## src/rtl/cmdec_pkg.sv

```systemverilog
// Shared constants and types for the column median decimator.
package cmdec_pkg;

  localparam int WINDOW   = 32;
  localparam int HALF     = WINDOW / 2;
  localparam int LAG      = WINDOW - 1 - HALF;
  localparam int MAX_ROWS = 4096;
  localparam int PIX_W    = 16;
  localparam int ROW_W    = 12;
  localparam int CNT_W    = ROW_W + 1;
  localparam int AGE_W    = $clog2(WINDOW);
  localparam int STEP_W   = 7;
  localparam int PHASE_W  = 6;

  localparam logic [PIX_W-1:0]  FILL        = '1;
  localparam logic [AGE_W-1:0]  OLDEST      = AGE_W'(WINDOW - 1);
  localparam logic [STEP_W-1:0] STEP_RESET  = STEP_W'(10);
  localparam logic [STEP_W-1:0] STEP_MAX    = STEP_W'(64);

  typedef struct packed {
    logic [PIX_W-1:0] depth_in;
    logic             last_in_column;
  } in_item_t;

  typedef struct packed {
    logic [PIX_W-1:0] depth_out;
    logic [ROW_W-1:0] row_out;
    logic             last_out;
  } out_item_t;

  // Broadcast from the controller to every cell of the sorted chain.
  typedef struct packed {
    logic             push;
    logic             clear;
    logic [PIX_W-1:0] new_val;
  } cell_ctl_t;

endpackage

```

## src/rtl/cmdec_cell.sv

```systemverilog
// One cell of the sorted window chain: holds a pixel and its age.
module cmdec_cell
  import cmdec_pkg::*;
(
  input  logic             clk,
  input  logic             rst_n,
  input  cell_ctl_t        ctl,
  input  logic [AGE_W-1:0] init_age,
  input  logic [PIX_W-1:0] left_val,
  input  logic [AGE_W-1:0] left_age,
  input  logic             left_gt,
  input  logic [PIX_W-1:0] right_val,
  input  logic [AGE_W-1:0] right_age,
  input  logic             right_gt,
  input  logic             below_in,
  output logic [PIX_W-1:0] val,
  output logic [AGE_W-1:0] age,
  output logic             gt,
  output logic             below_out
);

  logic [PIX_W-1:0] val_r, val_nxt;
  logic [AGE_W-1:0] age_r, age_nxt;
  logic             self_before_del;
  logic             prev_before_del;
  logic             keep_low;
  logic             prev_low;

  assign gt        = val_r > ctl.new_val;
  assign below_out = below_in | (age_r == OLDEST);
  assign val       = val_r;
  assign age       = age_r;

  // The oldest entry leaves the chain and the new pixel goes in after every
  // entry that is not greater; each cell picks from its neighbors to match.
  always_comb begin
    self_before_del = !below_out;
    prev_before_del = !below_in;
    keep_low = self_before_del ? !gt : !right_gt;
    prev_low = prev_before_del ? !left_gt : !gt;
    val_nxt  = val_r;
    age_nxt  = age_r;
    if (keep_low) begin
      if (self_before_del) begin
        age_nxt = age_r + 1'b1;
      end else begin
        val_nxt = right_val;
        age_nxt = right_age + 1'b1;
      end
    end else if (prev_low) begin
      val_nxt = ctl.new_val;
      age_nxt = '0;
    end else if (prev_before_del) begin
      val_nxt = left_val;
      age_nxt = left_age + 1'b1;
    end else begin
      age_nxt = age_r + 1'b1;
    end
  end

  always_ff @(posedge clk) begin
    if (!rst_n || ctl.clear) begin
      val_r <= FILL;
      age_r <= init_age;
    end else if (ctl.push) begin
      val_r <= val_nxt;
      age_r <= age_nxt;
    end
  end

endmodule

```

## src/rtl/cmdec_chain.sv

```systemverilog
// Row of cells that keeps the window sorted, with the middle element tapped.
module cmdec_chain
  import cmdec_pkg::*;
(
  input  logic             clk,
  input  logic             rst_n,
  input  cell_ctl_t        ctl,
  output logic [PIX_W-1:0] median
);

  logic [PIX_W-1:0] val   [WINDOW];
  logic [AGE_W-1:0] age   [WINDOW];
  logic             gt    [WINDOW];
  logic             below [WINDOW+1];

  assign below[0] = 1'b0;

  for (genvar i = 0; i < WINDOW; i++) begin : g_cell
    logic [PIX_W-1:0] lv;
    logic [AGE_W-1:0] la;
    logic             lg;
    logic [PIX_W-1:0] rv;
    logic [AGE_W-1:0] ra;
    logic             rg;

    if (i == 0) begin : g_first
      assign lv = FILL;
      assign la = '0;
      assign lg = 1'b0;
    end else begin : g_mid_l
      assign lv = val[i-1];
      assign la = age[i-1];
      assign lg = gt[i-1];
    end

    if (i == WINDOW - 1) begin : g_last
      assign rv = FILL;
      assign ra = '0;
      assign rg = 1'b1;
    end else begin : g_mid_r
      assign rv = val[i+1];
      assign ra = age[i+1];
      assign rg = gt[i+1];
    end

    cmdec_cell u_cell (
      .clk       (clk),
      .rst_n     (rst_n),
      .ctl       (ctl),
      .init_age  (AGE_W'(i)),
      .left_val  (lv),
      .left_age  (la),
      .left_gt   (lg),
      .right_val (rv),
      .right_age (ra),
      .right_gt  (rg),
      .below_in  (below[i]),
      .val       (val[i]),
      .age       (age[i]),
      .gt        (gt[i]),
      .below_out (below[i+1])
    );
  end

  assign median = val[HALF];

endmodule

```

## src/rtl/column_median_decimator.sv

```systemverilog
// Top level: row control, decimation and output register around the sorted chain.
//
//   channel  direction  signals                        transaction when
//   in       input      in_valid, in_ready, in_data    in_valid & in_ready
//   out      output     out_valid, out_ready, out_data out_valid & out_ready
//   cfg      input      cfg_we, cfg_wdata              cfg_we
//
// One pixel is accepted per cycle while in_ready is high; the sorted chain takes
// in each accepted pixel directly. The column's last pixel starts a flush that
// pushes filler pixels while rows are still owed, followed by a chain clear.
// A result waits in a pending stage and then the output register; outside the
// flush and the clear state the input stalls only when both are full. Reset is
// synchronous and restores the chain to all-filler and row_step to 10.
module column_median_decimator
  import cmdec_pkg::*;
(
  input  logic              clk,
  input  logic              rst_n,
  input  logic              in_valid,
  output logic              in_ready,
  input  in_item_t          in_data,
  output logic              out_valid,
  input  logic              out_ready,
  output out_item_t         out_data,
  input  logic              cfg_we,
  input  logic [STEP_W-1:0] cfg_wdata
);

  typedef enum logic [1:0] {S_RUN, S_FLUSH, S_CLEAR} state_t;

  state_t              state_r, state_nxt;
  logic [STEP_W-1:0]   row_step_r;
  logic [ROW_W-1:0]    in_cnt_r, in_cnt_nxt;
  logic [CNT_W-1:0]    out_cnt_r, out_cnt_nxt;
  logic [ROW_W-1:0]    last_row_r, last_row_nxt;
  logic [PHASE_W-1:0]  phase_r, phase_nxt;
  logic                pend_r, pend_nxt;
  logic                pend_med_r, pend_med_nxt;
  logic                pend_last_r, pend_last_nxt;
  logic [ROW_W-1:0]    pend_row_r, pend_row_nxt;
  logic                out_valid_r, out_valid_nxt;
  out_item_t           out_data_r, out_data_nxt;

  cell_ctl_t           ctl;
  logic [PIX_W-1:0]    median;
  logic                out_free;
  logic                slot_ok;
  logic                acc;
  logic                end_col;
  logic                emit_now;
  logic                flush_go;
  logic                do_emit;
  logic                emit_last;
  logic                transfer;
  logic [STEP_W-1:0]   step_eff;
  logic [STEP_W-1:0]   phase_inc;
  logic [CNT_W-1:0]    n_ext;
  logic [CNT_W-1:0]    out_cnt_after;

  cmdec_chain u_chain (
    .clk    (clk),
    .rst_n  (rst_n),
    .ctl    (ctl),
    .median (median)
  );

  assign out_free = !out_valid_r || out_ready;
  assign slot_ok  = !pend_r || out_free;
  assign in_ready = (state_r == S_RUN) && slot_ok;
  assign acc      = in_valid && in_ready;
  assign transfer = pend_r && out_free;
  assign n_ext    = {1'b0, in_cnt_r};
  assign end_col  = in_data.last_in_column || (in_cnt_r == ROW_W'(MAX_ROWS - 1));
  assign emit_now = (out_cnt_r + CNT_W'(LAG)) <= n_ext;
  assign flush_go = (state_r == S_FLUSH) && slot_ok;
  assign do_emit  = (acc && emit_now) || flush_go;

  always_comb begin
    if (row_step_r == '0) begin
      step_eff = STEP_W'(1);
    end else if (row_step_r > STEP_MAX) begin
      step_eff = STEP_MAX;
    end else begin
      step_eff = row_step_r;
    end
  end

  assign phase_inc = {1'b0, phase_r} + 1'b1;

  always_comb begin
    if (acc) begin
      emit_last = end_col && (out_cnt_r == n_ext);
    end else begin
      emit_last = out_cnt_r == {1'b0, last_row_r};
    end
  end

  assign out_cnt_after = out_cnt_r + CNT_W'(emit_now);

  always_comb begin
    ctl.push    = acc || flush_go;
    ctl.clear   = (state_r == S_CLEAR) && slot_ok;
    ctl.new_val = acc ? in_data.depth_in : FILL;
  end

  always_comb begin
    state_nxt     = state_r;
    in_cnt_nxt    = in_cnt_r;
    out_cnt_nxt   = out_cnt_r;
    last_row_nxt  = last_row_r;
    phase_nxt     = phase_r;
    pend_nxt      = pend_r;
    pend_med_nxt  = pend_med_r;
    pend_last_nxt = pend_last_r;
    pend_row_nxt  = pend_row_r;
    out_valid_nxt = out_valid_r;
    out_data_nxt  = out_data_r;

    // The pending result reads the chain before the next push changes it.
    if (transfer) begin
      out_valid_nxt          = 1'b1;
      out_data_nxt.depth_out = pend_med_r ? median : FILL;
      out_data_nxt.row_out   = pend_row_r;
      out_data_nxt.last_out  = pend_last_r;
      pend_nxt               = 1'b0;
    end else if (out_ready) begin
      out_valid_nxt = 1'b0;
    end

    if (do_emit) begin
      pend_nxt      = 1'b1;
      pend_med_nxt  = phase_r == '0;
      pend_last_nxt = emit_last;
      pend_row_nxt  = out_cnt_r[ROW_W-1:0];
      out_cnt_nxt   = out_cnt_r + 1'b1;
      if (phase_inc >= step_eff) begin
        phase_nxt = '0;
      end else begin
        phase_nxt = phase_inc[PHASE_W-1:0];
      end
    end

    unique case (state_r)
      S_RUN: begin
        if (acc) begin
          in_cnt_nxt   = in_cnt_r + 1'b1;
          last_row_nxt = in_cnt_r;
          if (end_col) begin
            state_nxt = (out_cnt_after <= n_ext) ? S_FLUSH : S_CLEAR;
          end
        end
      end
      S_FLUSH: begin
        if (flush_go && emit_last) begin
          state_nxt = S_CLEAR;
        end
      end
      S_CLEAR: begin
        if (slot_ok) begin
          state_nxt   = S_RUN;
          in_cnt_nxt  = '0;
          out_cnt_nxt = '0;
          phase_nxt   = '0;
        end
      end
      default: begin
        state_nxt = S_RUN;
      end
    endcase
  end

  always_ff @(posedge clk) begin
    if (!rst_n) begin
      state_r     <= S_RUN;
      row_step_r  <= STEP_RESET;
      in_cnt_r    <= '0;
      out_cnt_r   <= '0;
      phase_r     <= '0;
      pend_r      <= 1'b0;
      out_valid_r <= 1'b0;
    end else begin
      state_r     <= state_nxt;
      in_cnt_r    <= in_cnt_nxt;
      out_cnt_r   <= out_cnt_nxt;
      phase_r     <= phase_nxt;
      pend_r      <= pend_nxt;
      out_valid_r <= out_valid_nxt;
      if (cfg_we) begin
        row_step_r <= cfg_wdata;
      end
    end
    last_row_r  <= last_row_nxt;
    pend_med_r  <= pend_med_nxt;
    pend_last_r <= pend_last_nxt;
    pend_row_r  <= pend_row_nxt;
    out_data_r  <= out_data_nxt;
  end

  assign out_valid = out_valid_r;
  assign out_data  = out_data_r;

endmodule

```

## config.mk

```make
export PLATFORM = sky130hd
export DESIGN_NAME = column_median_decimator
export DESIGN_NICKNAME = d
export VERILOG_FILES = /design/src/rtl/cmdec_pkg.sv /design/src/rtl/cmdec_cell.sv /design/src/rtl/cmdec_chain.sv /design/src/rtl/column_median_decimator.sv
export SDC_FILE = /design/constraint.sdc
export NUM_CORES = 2
export LEC_CHECK = 0
export BUFFER_PORTS_ARGS = -buffer_cell sky130_fd_sc_hd__buf_2
export CAP_MARGIN = 20
export CORE_MARGIN = 2
export CORE_UTILIZATION = 55
export DETAILED_ROUTE_END_ITERATION = 8
export PLACE_DENSITY = 0.75
export SLEW_MARGIN = 20
export SYNTH_ARGS = -nofsm -noshare
export SYNTH_HDL_FRONTEND = slang
export SYNTH_HIERARCHICAL = 1
export SYNTH_SLANG_ARGS = --single-unit
```

## constraint.sdc

```tcl
create_clock -name clk -period 32 [get_ports clk]
set_input_delay 9.6 -clock clk [delete_from_list [all_inputs] [get_ports clk]]
set_output_delay 9.6 -clock clk [all_outputs]
set_load 0.02 [all_outputs]
```

Word level (Yosys, flattened, before mapping)
Index checks and enable logic that the tools add are counted.

word-level totals
  flip-flop bits (word level) = 769
  output and inout port bits = 31

operators by class
  add/subtract/negate cells = 37
  order comparisons = 36
  eq/ne operators = 42
  muxes and demuxes = 246
  bitwise logic cells = 31
  reduce and logical (&&, ||, !) cells = 59

operators with widths
  operator                                                         number
  16-bit 2-to-1 mux                                                96
  16-bit greater-than comparator                                   32
  5-bit 2-to-1 mux                                                 95
  5-bit by 1-bit adder with 5-bit output, second input constant    32
  5-bit equality test, second input constant                       32
  13-bit 2-to-1 mux                                                3
  1-bit 2-to-1 mux                                                 37
  1-bit logical NOT                                                35
  1-bit OR                                                         31
  13-bit by 12-bit equality test with 1-bit output                 2
  13-bit by 12-bit less-or-equal comparator with 1-bit output      2
  12-bit 2-to-1 mux                                                2
  6-bit 2-to-1 mux                                                 4
  12-bit case mux with 2 select lines                              1
  7-bit 2-to-1 mux                                                 2
  13-bit by 1-bit adder with 13-bit output                         1
  13-bit by 1-bit adder with 13-bit output, second input constant  1
  13-bit by 4-bit adder with 13-bit output, second input constant  1
  12-bit by 1-bit adder with 12-bit output, second input constant  1
  12-bit equality test, second input constant                      1
  2-bit 2-to-1 mux                                                 5
  1-bit logical AND                                                8
  2-bit inequality test, second input constant                     4
  6-bit by 1-bit adder with 7-bit output, second input constant    1
  14 further kinds                                                 22

Logic depth before layout (Yosys ltp)
  word-level depth = 35
  depth in mapped cells = 102
  gate-level depth less buffers = 40

Cells and area by module
The synthesis kept the hierarchy.

modules (own cells, without submodules)
  module                                      instances  cells each  area an instance (um^2)
  cmdec_cell at u_chain.g_cell[0].u_cell ...  31         237         1878.1
  column_median_decimator                     1          523         5418.9
  cmdec_cell at u_chain.g_cell[28].u_cell     1          251         2083.2
  cmdec_chain                                 1          2           7.5

Least setup slack after synthesis
OpenSTA, ideal clock, no wires.

  path kind = flip-flop to flip-flop
  from = register u_chain.g_cell[0].u_cell.age_r[0]
  to = register u_chain.g_cell[31].u_cell.val_r[10]
  setup time = 0.095 ns
  arrival = 26.272 ns
  setup slack = 5.633 ns
  cell stages (with the launch flop) = 102
  period minus slack after synthesis = 26.367 ns
  cells stage by stage = edfxtp_1 -> ha_1 -> and3_1 -> ha_1 -> or2_2 -> clkbuf_1 -> clkbuf_1 -> or2_2 -> clkbuf_1 -> clkbuf_1 -> or2_2 -> clkbuf_1 -> clkbuf_1 -> or2_2 -> clkbuf_1 -> clkbuf_1 -> or2_2 -> clkbuf_1 -> [66 not listed] -> clkbuf_1 -> or2_2 -> clkbuf_1 -> nor2_1 -> inv_1 -> clkbuf_1 -> clkbuf_1 -> or2_2 -> clkbuf_1 -> clkbuf_1 -> or2_2 -> clkbuf_1 -> clkbuf_1 -> or2_2 -> nand2_1 -> mux2_2 -> clkbuf_1 -> o311ai_1

RTL lines
  what                      RTL line          source
  start: declaration        cmdec_cell.sv:23  logic [AGE_W-1:0] age_r, age_nxt;
  start signal: assignment  cmdec_cell.sv:64  age_r <= init_age;
  start signal: assignment  cmdec_cell.sv:67  age_r <= age_nxt;
  end signal: assignment    cmdec_cell.sv:66  val_r <= val_nxt;
  end: declaration          cmdec_cell.sv:22  logic [PIX_W-1:0] val_r, val_nxt;

==> run summary <==
Final period util: 0.628
height of the chip: 350 um
final weighted congestion in routability-driven placement: 0.902
most frequent cell after synthesis: nor2_1
Final Critical Period: 20.11 ns
summed instance area of the synthesized netlist: 65700 um2
number of enable-type register cells in the synthesized netlist: 215
number of max-slew violations in the final report: 0
I/O pin cnt: 60
number of antenna-violating nets in the routed design: 0
relative slew slack: 0.313
Resized cells post-CTS: 0
maximum capacitance violations: 0
TritonCTS buffer count: 94
most area-hungry cell type in the Yosys netlist: dfxtp_1
average footprint of a synthesized cell: 8.09 um2
nets@finish: 8727
initial antenna violation count: 0
summed negative setup slack over all endpoints: 0 ns
library cells used by synthesis: 74
RSZ-0062 raised after global routing: false
critical register-to-register path startpoint: u_chain/g_cell[0].u_cell/age[0]
timing-limited maximum frequency: 49.7 MHz
Hold Path Class: reg2reg
depth of the worst hold-timing path: 0
Post-Place Setup Slack: 12.08 ns
hold path startpoint: pend_row_r[6]
YS warnings: 6
maximum clock path buffer count: 3
synthesized flop and latch total: 769
Worst Hold End: out_data[7]
via count of the first global-routing pass: 57800
number of port buffers: 59
layout cells sized above 1: 0.0961
first-pass GRT wire length: 302000 um
maximum fanout count along the critical path: 23
detailed-route vias per instance: 6.36
starting density of the core: 0.556
Floorplan Core Area: 118000 um2
final setup violation count: 0
clock tree from TritonCTS: done
element type at the critical path end: flop
Worst-Margin Slew: 1.03 ns
diode count: 0
Yosys top cell area share: 0.169
Placement Cell Area: 67000 um2
wire length after detailed routing: 185000 um
worst reg2reg setup slack: 11.89 ns
top cells by area, synth: dfxtp_1 17%, ha_1 13%, edfxtp_1 9.8%
drt initial violations: 5600
Mapped Cells: 8123
number of setup buffers added after CTS: 0
global route overflow: 0
Detail Placement HPWL: 132000 um
sequential fraction of the synthesis area: 0.267
H-tree levels: 3
maximum cell stage delay along the critical path: 0.71 ns
leading register cell type out of synthesis: dfxtp_1
root buf cell: clkbuf_16
number of cells on the worst reg-to-reg path: 40
Post-synth top cells: 1204 x nor2_1, 991 x nand2_1, 678 x ha_1, 564 x inv_1, 554 x dfxtp_1
CP Data Arrival Time: 20.68 ns
Die Outline Area: 122000 um2
cts-stage hold buffer count: 0
share of flip-flops with an asynchronous set or reset after synthesis: 0
outcome: finished clean
clock-pin slew on the worst setup and hold paths: 0.07 ns
area of all placed cells without fillers: 70200 um2
TritonCTS Sinks: 769
Worst setup SP type: flop
area added between synthesis and finish: 6.73%
drt pass-1 iters: 6
r2r endpoint: u_chain/g_cell[31].u_cell/val[8]
Post-route DRC: 0
Wirelength per Cell: 19.2 um
Most Frequent Cell on Critical Path: or2_2
maximum number of pins on one net before global-route repair: 57
clock latency of the later-clocked register in the worst-skew pair: 0.70 ns
horizontal die dimension: 350 um
CP Data Required Time: 32.58 ns
Worst path slowest cell: o21a_1
row count: 126
total via count after detailed routing: 61200
total routing resource utilization after global routing: 0.294
final number of hold-violating endpoints: 0
start-to-end type of the worst setup path: reg2reg
Max Clock Skew: 0.0393 ns
setup ws final: 11.89 ns
-- worst max-delay path by stage --
stage	from	to	slack (ns)	cells after the start
floorplan	u_chain/g_cell[0].u_cell/age[0]	u_chain/g_cell[31].u_cell/val[10]	5.63	101
global placement	out_ready	in_ready	12.12	4
detailed placement	out_ready	in_ready	12.08	4
CTS	out_ready	in_ready	12.08	4
global route	u_chain/g_cell[0].u_cell/age[0]	u_chain/g_cell[31].u_cell/val[8]	10.89	40
finish	u_chain/g_cell[0].u_cell/age[0]	u_chain/g_cell[31].u_cell/val[8]	11.89	40
-- cells in the final DEF (no fill, tap or decap), types with 63 or more instances in the layout --
master / count
dfxtp_1: 554
xor2_1: 218
a31oi_1: 148
o311ai_1: 496
nor2b_1: 119
edfxtp_1: 215
o21ai_0: 106
a221oi_2: 201
o2111ai_1: 63
a21o_1: 99
ha_1: 678
conb_1: 218
clkbuf_16: 98
nand4_1: 104
mux2i_1: 70
inv_1: 563
nor2_1: 1204
nor3_1: 70
xnor2_1: 97
a221oi_1: 311
a21oi_1: 184
buf_4: 97
nand2_1: 991
nand3_1: 248
mux2_2: 94
o21a_1: 65
o211ai_1: 88
-- worst max-delay path: cells and delay by family (launching register included) --
kind,cells,cell delay [ns]
fa+ha+maj,2,0.43
simple gates,34,17.29
flops,1,0.50
buf+inv,1,0.39
compound gates,3,1.22
-- stage by stage --
| stage | hold WS, ns | util | std cells |
|---|---|---|---|
| after floorplan | 0.400 | - | 8339 |
| after global placement | 0.406 | 0.567 | 9459 |
| after detailed placement | 0.405 | 0.567 | 9459 |
| after CTS | 0.416 | 0.593 | 9631 |
| after global routing | 0.420 | 0.593 | 9632 |
| final | 0.417 | 0.593 | 9632 |
-- routing by layer --
layer,share of wire,wire length [um],track usage
met1,0.45,83100,0.405
met2,0.44,81900,0.468
met3,0.073,13600,0.0415
met4,0.035,6560,0.102
met5,0,0,0
-- area by class of cell --
class / count / area (um2)
inverter: 596 / 2240
tap: 1536 / 1920
fill: 10400 / 48100
clock inverter: 45 / 467
timing repair buffer: 157 / 1030
multi-input combinational: 6402 / 44300
sequential: 769 / 17500
clock buffer: 127 / 2640
-- logic make-up (layout without fill, tap and decap cells) --
group                    after synthesis  after routing  share of synthesized area
multiplexers                         164            164                     0.0268
other                                  2            218                   0.000114
AND/OR/NAND/NOR                     3032           3032                      0.200
adder cells (fa/ha/maj)              678            678                      0.129
flip-flops                           769            769                      0.267
AO/OA/AOI/OAI                       1995           1995                      0.262
XOR/XNOR                             315            315                     0.0420
buffers and inverters               1168            925                     0.0730
-- registers in the layout (all words and copies together), names as in the netlist, 2 cells and up --
name,cells
u_chain/g_cell.u_cell/val,512
pend_row_r,12
last_row_r,12
in_cnt_r,12
row_step_r,7
state_r,2
out_data,29
phase_r,6
u_chain/g_cell.u_cell/age,160
out_cnt_r,13
Power is not shown: default switching activity piles up to over one toggle a cycle in this logic, so the estimate is an artifact.
